<file path="config.mk">
export PLATFORM = sky130hd
export DESIGN_NAME = spmh_seq
export DESIGN_NICKNAME = d
export VERILOG_FILES = /design/src/spmh_pkg.sv /design/src/spmh_seq.sv
export SDC_FILE = /design/constraint.sdc
export NUM_CORES = 1
export LEC_CHECK = 0
export BUFFER_PORTS_ARGS = -buffer_cell sky130_fd_sc_hd__buf_2
export CAP_MARGIN = 20
export CORE_MARGIN = 5
export CORE_UTILIZATION = 54
export CTS_CLUSTER_SIZE = 16
export DETAILED_ROUTE_END_ITERATION = 8
export PLACE_DENSITY = 0.77
export SLEW_MARGIN = 0
export SYNTH_ARGS = -nofsm -noshare
export SYNTH_HDL_FRONTEND = slang
export SYNTH_SLANG_ARGS = --single-unit
</file>
<file path="constraint.sdc">
create_clock -name i_clk -period 3.56 [get_ports i_clk]
set_input_delay 0.356 -clock i_clk [delete_from_list [all_inputs] [get_ports i_clk]]
set_output_delay 0.356 -clock i_clk [all_outputs]
set_load 0.01 [all_outputs]
</file>
<file path="src/spmh_pkg.sv">
// shared types, constants, ordering function and microcode rom of the heap unit
`default_nettype none

package spmh_pkg;

    localparam int CAPACITY = 255;
    localparam int CNT_W    = $clog2(CAPACITY + 1);
    localparam int STEP_W   = 4;

    typedef logic [CNT_W-1:0]  t_cnt;
    typedef logic [STEP_W-1:0] t_step;

    typedef struct packed {
        logic        [15:0] id;
        logic signed [15:0] prio;
        logic        [31:0] stamp;
    } t_entry;

    typedef enum logic [1:0] {
        ST_OK    = 2'd0,
        ST_FULL  = 2'd1,
        ST_EMPTY = 2'd2
    } t_status;

    localparam logic OP_INSERT  = 1'b0;
    localparam logic OP_EXTRACT = 1'b1;

    // datapath operations
    typedef enum logic [3:0] {
        D_NONE,
        D_LOAD,
        D_INS_START,
        D_EXT_START,
        D_EXT_TAKE,
        D_MOVE_PARENT,
        D_MOVE_CHILD,
        D_PLACE,
        D_POST
    } t_dop;

    // memory read selection
    typedef enum logic [1:0] {
        RD_NONE,
        RD_UP,
        RD_EXT,
        RD_DOWN
    } t_rd;

    typedef enum logic [2:0] {
        J_NEXT,
        J_GOTO,
        J_IF,
        J_DISPATCH,
        J_WAIT_OUT
    } t_jmp;

    typedef enum logic [1:0] {
        C_POS_ROOT,
        C_NOT_ABOVE,
        C_LEFT_BEYOND,
        C_BEST_CUR
    } t_cond;

    typedef struct packed {
        t_jmp  jmp;
        t_cond cond;
        t_step target;
        t_dop  dop;
        t_rd   rd;
    } t_uword;

    typedef struct packed {
        t_dop dop;
        t_rd  rd;
        logic go;
    } t_ctl;

    typedef struct packed {
        logic op;
        logic full;
        logic empty;
        logic pos_root;
        logic not_above;
        logic left_beyond;
        logic best_cur;
        logic out_busy;
    } t_flags;

    // step addresses of the microprogram
    localparam t_step STP_IDLE     = 4'd0;
    localparam t_step STP_INS      = 4'd1;
    localparam t_step STP_UP_READ  = 4'd2;
    localparam t_step STP_UP_CMP   = 4'd3;
    localparam t_step STP_UP_MOVE  = 4'd4;
    localparam t_step STP_PLACE    = 4'd5;
    localparam t_step STP_FINISH   = 4'd6;
    localparam t_step STP_EXT      = 4'd7;
    localparam t_step STP_EXT_TAKE = 4'd8;
    localparam t_step STP_DN_READ  = 4'd9;
    localparam t_step STP_DN_CMP   = 4'd10;
    localparam t_step STP_DN_MOVE  = 4'd11;

    // larger priority wins, then the smaller stamp
    function automatic logic ranks_above(input t_entry a, input t_entry b);
        logic res;
        if (a.prio != b.prio) begin
            res = (a.prio > b.prio);
        end else begin
            res = (a.stamp < b.stamp);
        end
        return res;
    endfunction

    function automatic t_uword mk(input t_jmp j, input t_cond c, input t_step t,
                                  input t_dop d, input t_rd r);
        t_uword w;
        w.jmp    = j;
        w.cond   = c;
        w.target = t;
        w.dop    = d;
        w.rd     = r;
        return w;
    endfunction

    function automatic t_uword ucode(input t_step s);
        t_uword w;
        unique case (s)
            STP_IDLE:     w = mk(J_DISPATCH, C_POS_ROOT, STP_IDLE, D_LOAD, RD_NONE);
            STP_INS:      w = mk(J_GOTO, C_POS_ROOT, STP_UP_READ, D_INS_START, RD_NONE);
            STP_UP_READ:  w = mk(J_IF, C_POS_ROOT, STP_PLACE, D_NONE, RD_UP);
            STP_UP_CMP:   w = mk(J_IF, C_NOT_ABOVE, STP_PLACE, D_NONE, RD_NONE);
            STP_UP_MOVE:  w = mk(J_GOTO, C_POS_ROOT, STP_UP_READ, D_MOVE_PARENT, RD_NONE);
            STP_PLACE:    w = mk(J_NEXT, C_POS_ROOT, STP_IDLE, D_PLACE, RD_NONE);
            STP_FINISH:   w = mk(J_WAIT_OUT, C_POS_ROOT, STP_IDLE, D_POST, RD_NONE);
            STP_EXT:      w = mk(J_NEXT, C_POS_ROOT, STP_IDLE, D_EXT_START, RD_EXT);
            STP_EXT_TAKE: w = mk(J_NEXT, C_POS_ROOT, STP_IDLE, D_EXT_TAKE, RD_NONE);
            STP_DN_READ:  w = mk(J_IF, C_LEFT_BEYOND, STP_PLACE, D_NONE, RD_DOWN);
            STP_DN_CMP:   w = mk(J_IF, C_BEST_CUR, STP_PLACE, D_NONE, RD_NONE);
            STP_DN_MOVE:  w = mk(J_GOTO, C_POS_ROOT, STP_DN_READ, D_MOVE_CHILD, RD_NONE);
            default:      w = mk(J_GOTO, C_POS_ROOT, STP_IDLE, D_NONE, RD_NONE);
        endcase
        return w;
    endfunction

endpackage

`default_nettype wire

</file>
<file path="src/spmh_seq.sv">
// microcode sequencer: step counter, rom lookup and jump logic
`default_nettype none

module spmh_seq (
    input  wire logic            i_clk,
    input  wire logic            i_rst_n,
    input  wire logic            i_in_valid,
    input  wire spmh_pkg::t_flags i_flags,
    output logic                 o_in_ready,
    output spmh_pkg::t_ctl       o_ctl
);

    spmh_pkg::t_step  r_step;
    spmh_pkg::t_step  n_step;
    spmh_pkg::t_uword uw;
    logic             cond_hit;

    assign uw = spmh_pkg::ucode(r_step);

    always_comb begin
        unique case (uw.cond)
            spmh_pkg::C_POS_ROOT:    cond_hit = i_flags.pos_root;
            spmh_pkg::C_NOT_ABOVE:   cond_hit = i_flags.not_above;
            spmh_pkg::C_LEFT_BEYOND: cond_hit = i_flags.left_beyond;
            spmh_pkg::C_BEST_CUR:    cond_hit = i_flags.best_cur;
            default:                 cond_hit = 1'b0;
        endcase
    end

    always_comb begin
        n_step    = r_step + spmh_pkg::t_step'(1);
        o_ctl.go  = 1'b1;
        o_ctl.dop = uw.dop;
        o_ctl.rd  = uw.rd;
        unique case (uw.jmp)
            spmh_pkg::J_NEXT: begin
                n_step = r_step + spmh_pkg::t_step'(1);
            end
            spmh_pkg::J_GOTO: begin
                n_step = uw.target;
            end
            spmh_pkg::J_IF: begin
                if (cond_hit) begin
                    n_step = uw.target;
                end
            end
            spmh_pkg::J_DISPATCH: begin
                o_ctl.go = i_in_valid;
                if (!i_in_valid) begin
                    n_step = r_step;
                end else if (i_flags.op == spmh_pkg::OP_INSERT) begin
                    n_step = i_flags.full ? spmh_pkg::STP_FINISH : spmh_pkg::STP_INS;
                end else begin
                    n_step = i_flags.empty ? spmh_pkg::STP_FINISH : spmh_pkg::STP_EXT;
                end
            end
            spmh_pkg::J_WAIT_OUT: begin
                // hold until the output register can take the word
                o_ctl.go = !i_flags.out_busy;
                n_step   = i_flags.out_busy ? r_step : uw.target;
            end
            default: begin
                n_step = spmh_pkg::STP_IDLE;
            end
        endcase
    end

    assign o_in_ready = (r_step == spmh_pkg::STP_IDLE);

    always_ff @(posedge i_clk) begin
        if (!i_rst_n) begin
            r_step <= spmh_pkg::STP_IDLE;
        end else begin
            r_step <= n_step;
        end
    end

endmodule

`default_nettype wire

</file>
==> impl_summary.md, run 1 <==
Outcome
The run finished with clean final reports.

Routing
After detailed routing, the average wire length per cell comes to 13.4 microns. The count of TritonRoute iterations in the first routing pass is 4. The remaining design rule violation count is 0. The overall via count from detail_route is 923. Summed over all layers, the routed wires come to 2210 microns. The detailed router's first-iteration violation count is 37. The via density per instance is 5.59. The remaining antenna violation count is 0.

GRT
Entering global routing, the biggest net connects 17 pins. The via count of the first global-routing pass is 849. The first global-routing pass estimated 3510 microns of wire. The remaining global-route overflow is 0.

The initial antenna violation count came to 0. Across every metal layer, demand over resource in global routing totals 0.161.

Setup path
The startpoint identified for the worst register-to-register timing path is uw[10]. The worst-case register-to-register setup slack is 0.66 ns. The peak fanout along the critical path is 7. In this run the critical register-to-register path is captured at uw[8].

The number of cells on the worst reg-to-reg path is 8. The startpoint-to-endpoint class of the critical path is reg2reg. At the worst endpoint, the required time is 3.78 ns. The critical path data arrival time is 3.12 ns.

The worst setup path is captured at a flop. The kind of launch point of the worst setup path is a flop.

CTS
The count of hold buffers inserted by post-cts repair is 0. CTS saw 18 sinks. The post-CTS setup buffer count is 0.

The later pin in the worst-skew pair is clocked with a latency of 0.29 ns. The tree is rooted in a clkbuf_4. The total number of H-tree levels is 1. The TritonCTS clock tree is yes.

The number of gates resized after CTS was 0. In this run the deepest clock path goes through 2 buffers. The clock transition at the registers of the reported paths is 0.10 ns. In this run, CTS created clock tree buffers numbering 3.

Yosys
Yosys printed 0 warnings. Counting flops and latches in the post-synthesis netlist gives 18. The number of enable-type register cells in the synthesized netlist is 0. The top cell type's share of synthesized area is 0.333. Of all cell types, the one taking the most synthesized area is dfxtp_1. The number of nets in the synthesized netlist is 145.

After synthesis, the cell types taking the most area are dfxtp_1 33%, ha_1 6.9%, inv_1 4.8%. In this run the mean area of a mapped cell was 8.47 sq um. Yosys mapped the design onto 42 distinct sky130hd cell types. After technology mapping, the gate count stands at 128. For this run, the register share of the synthesized area comes to 0.333. For this run, the leading register cell type out of synthesis is dfxtp_1.

For this run, asynchronously set or reset flops after synthesis account for 0. In this run the cell area of the synthesized design comes to 1080 sq um.

Power
The total chip power is 0.000861 W. Dividing total power by cell area gives a power density of 738 nW/um^2. Of the total power, the clock network draws 0.112. The cell leakage power is 0.542 nW. The cell-internal power is 0.000497 W. The switching power of the nets is 0.000363 W. The switching share of power is 0.422. The combinational power share is 0.520. Across the VDD grid, the largest voltage drop is 0.000486 V. The register share of total power is 0.368.

Hold path
In this run the worst hold path is classified as in2reg. The startpoint of the tightest hold check path is i_rst_n. The worst hold path depth is 2.

For hold timing, the worst endpoint is uw[12].

Timing
The final-report max-slew violation count is 0. The number of hold-slack violations in the final timing report is 0. The measured slew at the worst slew-check pin is 0.604 ns. The clock arrives with 0.0111 ns of skew.

The count of endpoints failing setup in the final report is 0. The shortest clock period the worst path allows after layout is 2.90 ns. For this run, the top clock speed supported by timing is 345 MHz. The worst slew slack as a fraction of its limit is 0.593.

The aggregate negative setup slack is 0 ns. Setup repair after global routing left no endpoint under its margin. The final period utilization is 0.814.

Floorplanning
The floorplan step set the die height to 54.8 microns. The core region is 1940 sq um. For this configuration, the core starts out at a cell density of 0.558. After floorplanning, the core was divided into 16 placement rows. The die covers 3000 sq um.

The overall die width is 54.8 microns. The number of top-level design ports is 19.

Cells and area
The total number of nets in the final design is 157. The antenna diode count is 0. The utilization after layout is 0.601.

The post-synthesis to final-layout area growth is 7.62%. In the layout the commonest cells are 18 x buf_2, 18 x dfxtp_1, 14 x inv_1. Of the cells placed in the final design, the portion with a size suffix greater than 1 is 0.217.

Placement
The HPWL after detailed placement is 1730 microns. Input and output buffers added on the ports amount to 18. The congestion estimate from routability-driven global placement came to 0.852.

Job
The reported max-cap violation count is 0.
-- synthesized netlist by cell type (2+ instances only) --
| master | n |
|---|---|
| dfxtp_1 | 18 |
| a21oi_1 | 5 |
| clkbuf_1 | 3 |
| inv_1 | 14 |
| nand3_1 | 4 |
| nand2_1 | 7 |
| nand4bb_1 | 2 |
| o21ai_0 | 5 |
| nor3_1 | 3 |
| a221o_1 | 2 |
| ha_1 | 6 |
| a21boi_0 | 2 |
| nor3b_1 | 3 |
| buf_2 | 3 |
| a32o_1 | 3 |
| and3_1 | 2 |
| nor2_1 | 12 |
| buf_4 | 6 |
| a2111oi_0 | 4 |
| and2_1 | 2 |
-- registers in the layout, summed over array words and instances (netlist names) --
| register | count |
|---|---|
| uw | 14 |
| r_step | 4 |
-- worst max path at each step --
stage | start | endpoint | slack (ns)
floorplan | i_flags[1] | uw[8] | 0.91
global placement | i_flags[1] | uw[8] | 0.75
detailed placement | i_flags[1] | uw[13] | 0.59
CTS | uw[10] | uw[13] | 0.67
global route | uw[10] | uw[8] | 0.56
finish | uw[10] | uw[8] | 0.66
-- worst max-delay path: stages (launching register included) --
cell,delay [ns]
dfxtp_1,0.34
mux4_2,0.57
a2111oi_0,0.48
a2111oi_0,0.14
a21o_2,0.23
or2_4,0.25
ha_1,0.28
or3_1,0.39
a21oi_1,0.15
-- metrics by stage --
step	worst slack (ns)	instances	instance area, sq um	hold slack, ns
floorplan	0.912	128	1080	0.554
global placement	0.751	162	1140	0.608
detailed placement	0.588	162	1140	0.608
CTS	0.668	165	1170	0.332
global route	0.556	165	1170	0.351
finish	0.662	165	1170	0.333
-- cell families (layout without fill, tap and decap cells) --
kind of cell	Yosys count	count (layout)	synth area share
DFF	18	18	0.333
adders and majority gates	6	6	0.0693
AOI/OAI and AO/OA	33	33	0.239
buffers and inverters	27	37	0.118
and+or+nand+nor	40	40	0.195
muxes	2	2	0.0300
xor gates and xnor gates	2	2	0.0162
-- cell type report --
class                           instances  area [sq um]
Multi-Input combinational cell         83           596
Timing Repair Buffer                   19          97.6
Clock buffer                            3          22.5
Sequential cell                        18           360
Tap cell                               27          33.8
Fill cell                             177           776
Inverter                               15          56.3
-- routing by layer --
metal,global-route usage,vias up,part of all wire,routed length [microns]
met5,0,-,0,0
met4,0.0747,0,0.018,40
met3,0.0163,7,0.056,124
met2,0.272,34,0.50,1100
met1,0.202,414,0.43,939
li1,-,468,-,-
-- power groups by stage --
stage           Clock, W  Sequential, W  Combinational [W]
5_1_grt         0.000102       0.000326           0.000501
3_3_place_gp           0       0.000317           0.000433
6_report       0.0000961       0.000317           0.000448
3_5_place_dp           0       0.000319           0.000445
2_1_floorplan          0       0.000287           0.000392
4_1_cts        0.0000965       0.000315           0.000447
Power figures use the tool's default switching activity.
==> inputs of run 2 (changes only) <==
Clock period 3.56 ns to 2.7 ns, I/O delays scaled along.
==> run 2 against run 1 <==
Net effect: non-clock buffer count grew 8; first-iteration DRC count shrank 14%; sequential power grew 35%; die area is the same; hold slack lost 0.063 ns; sequential cell count is the same; core utilization grew 7.3 points; largest cell class unchanged; largest power group unchanged.
==> impl_summary.md, run 2 (synthesis gave the netlist of run 1 again) <==
Outcome
The flow ran to the end, and the final reports show no timing, DRC or antenna violations.

Floorplanning
The die is 54.8 microns tall. The core region is 1940 sq um. The overall die width is 54.8 microns.

The number of top-level design ports is 19. The number of standard-cell rows in the floorplan is 16. The full die area is 3000 sq um. For this configuration, the core starts out at a cell density of 0.558.

Timing
Final hold analysis gives a worst-case slack of 0.271 ns. The final-report max-slew violation count came to 0. The count of endpoints failing setup in the final report is 0.

In the finished design, the share of the clock period the worst path needs comes to 0.994. Setup repair after global routing could not meet its margin everywhere. In this run the tightest slew margin relative to its limit is 0.626.

The minimum setup slack in the final design is 0.0169 ns. The number of hold-slack violations in the final timing report was 0. For the pin with the worst max-slew slack, the measured transition is 0.547 ns. Derived from the worst setup path, the maximum achievable clock frequency is 373 MHz. The shortest clock period the worst path allows after layout is 2.68 ns. The final clock skew is 0.00501 ns.

Power
The clock network fraction of design power is 0.094. Of the total power, registers draw 0.326. For this design the static power due to leakage is 0.585 nW. The total power per unit cell area is 1010 nW/um^2. The total chip power is 0.00132 W. The analysis attributes to net switching a power of 0.000558 W. The largest vdd supply drop is 0.000846 V. The share of total power dissipated in combinational logic is 0.580. The cell-internal power is 0.000758 W. The switching share of power is 0.424.

CTS
In this run, CTS created clock tree buffers numbering 3. TritonCTS built the clock tree. After clock tree synthesis, the clock-pin slew on the worst setup and hold paths is 0.09 ns. The total number of H-tree levels is 1.

The clock tree buffer depth is 2. The count of hold buffers inserted by post-cts repair is 0. The clock latency on the worst-skew pair is 0.29 ns. Counting every sink on the clock net gives 18.

The clock root buffer is clkbuf_4.

Cells and area
For this run, the post-layout net count is 165. In the final layout, the share of cells above drive strength 1 is 0.342. Leaving out fill and tap cells, the most frequent cell in the layout is buf_2. The register with the most flip-flops in the layout has 14 of them. In the layout the commonest cells are 18 x buf_2, 17 x dfxtp_1, 14 x inv_1. The post-synthesis to final-layout area growth is 20.8%. The final non-filler cell total is 173. The antenna diode count is 0.

Setup path
For the worst setup path, the data arrival time is 2.91 ns. The critical path in this run is classified as reg2reg. Along the worst path, the maximum fanout reaches 6. STA classifies the critical path startpoint as a flop. At the worst endpoint, the required time is 2.92 ns. STA classifies the critical path endpoint as a flop.

Placement
The number of buffers inserted by port buffering is 18. The HPWL after detailed placement is 1800 microns. The pre-CTS setup slack is -0.0889 ns. In this run, placement finished with an instance count of 168. At the end of routability-driven placement, the weighted congestion stood at 0.929.

Job
Max-cap violations in this run came to 0.

Routing
Dividing the detail-routed via count by the number of cells gives 5.62. The final wirelength is 2490 microns. The detailed router's first-iteration violation count is 32. The remaining antenna violation count is 0.

In the final routed layout, each cell accounts on average for 14.4 microns. The remaining design rule violation count is 0. The count of TritonRoute iterations in the first routing pass is 4. The overall via count from detail_route is 972.

GRT
The initial antenna violation count is 0. The first-pass GRT wire length is 3950 microns. Entering global routing, the biggest net connects 17 pins. The global routing usage summed across all routing layers is 0.184. The via count of the first global-routing pass was 929. The total overflow left after global routing is 0.

Hold path
The path category of the worst min-delay check is in2reg.
[run 2: cell count changes in the layout (fill, tap and decap cells not counted), sizes merged]
cell  before  now
buf       19   27
[run 2: worst paths after layout]
check	start	to	slack, ns	cells after the start
worst max-delay path	uw[10]	uw[8]	0.02	8
worst min-delay path	i_rst_n	uw[12]	0.27	2
worst max register to register	uw[10]	uw[8]	0.02	8
worst min register to register	uw[6]	r_step[0]	0.66	3
[run 2: routing by layer]
layer  share of wire  vias up  track usage  wire length, microns
li1                -      483            -                     -
met1            0.40      451        0.222                   998
met2            0.53       34        0.317                  1310
met3           0.055        4       0.0272                   136
met4           0.017        0       0.0830                    42
met5               0        -            0                     0
[run 2: timing repair]
action | in CTS | in global routing
pin swaps | 3 | 7
endpoints found under the setup margin | 4 | 12
gates cloned | 0 | 0
gates resized for setup | 9 | 10
buffers inserted | 1 | 1
[run 2: layout make-up]
class / count / area, sq um
Multi-Input combinational cell: 83 / 674
Fill cell: 174 / 633
Sequential cell: 18 / 362
Timing Repair Buffer: 27 / 158
Inverter: 15 / 58.8
Tap cell: 27 / 33.8
Clock buffer: 3 / 22.5
[run 2: worst max-delay path, cell delays in order, from the launching register on]
cell and delay, ns:
dfxtp_2 0.33, mux4_2 0.59, a311o_1 0.36, a2111oi_2 0.35, a21o_2 0.15, or2_4 0.15, ha_4 0.20, or3_4 0.36
a21oi_2 0.13
[run 2: power groups by stage]
stage	Sequential, W	Combinational, W	Clock (W)
after floorplan	0.000379	0.000517	0
after global placement	0.000418	0.000634	0
after detailed placement	0.000421	0.000650	0
after CTS	0.000424	0.000691	0.000127
after global routing	0.000442	0.000831	0.000137
final	0.000429	0.000763	0.000124
[run 2: per-stage QoR]
stage               setup TNS, ns  area, sq um   util
finish                          0         1310  0.674
global route                -1.01         1310  0.674
CTS                      -0.00454         1260  0.647
detailed placement         -0.250         1190  0.612
global placement          -0.0509         1190  0.612
floorplan                       0         1080      -
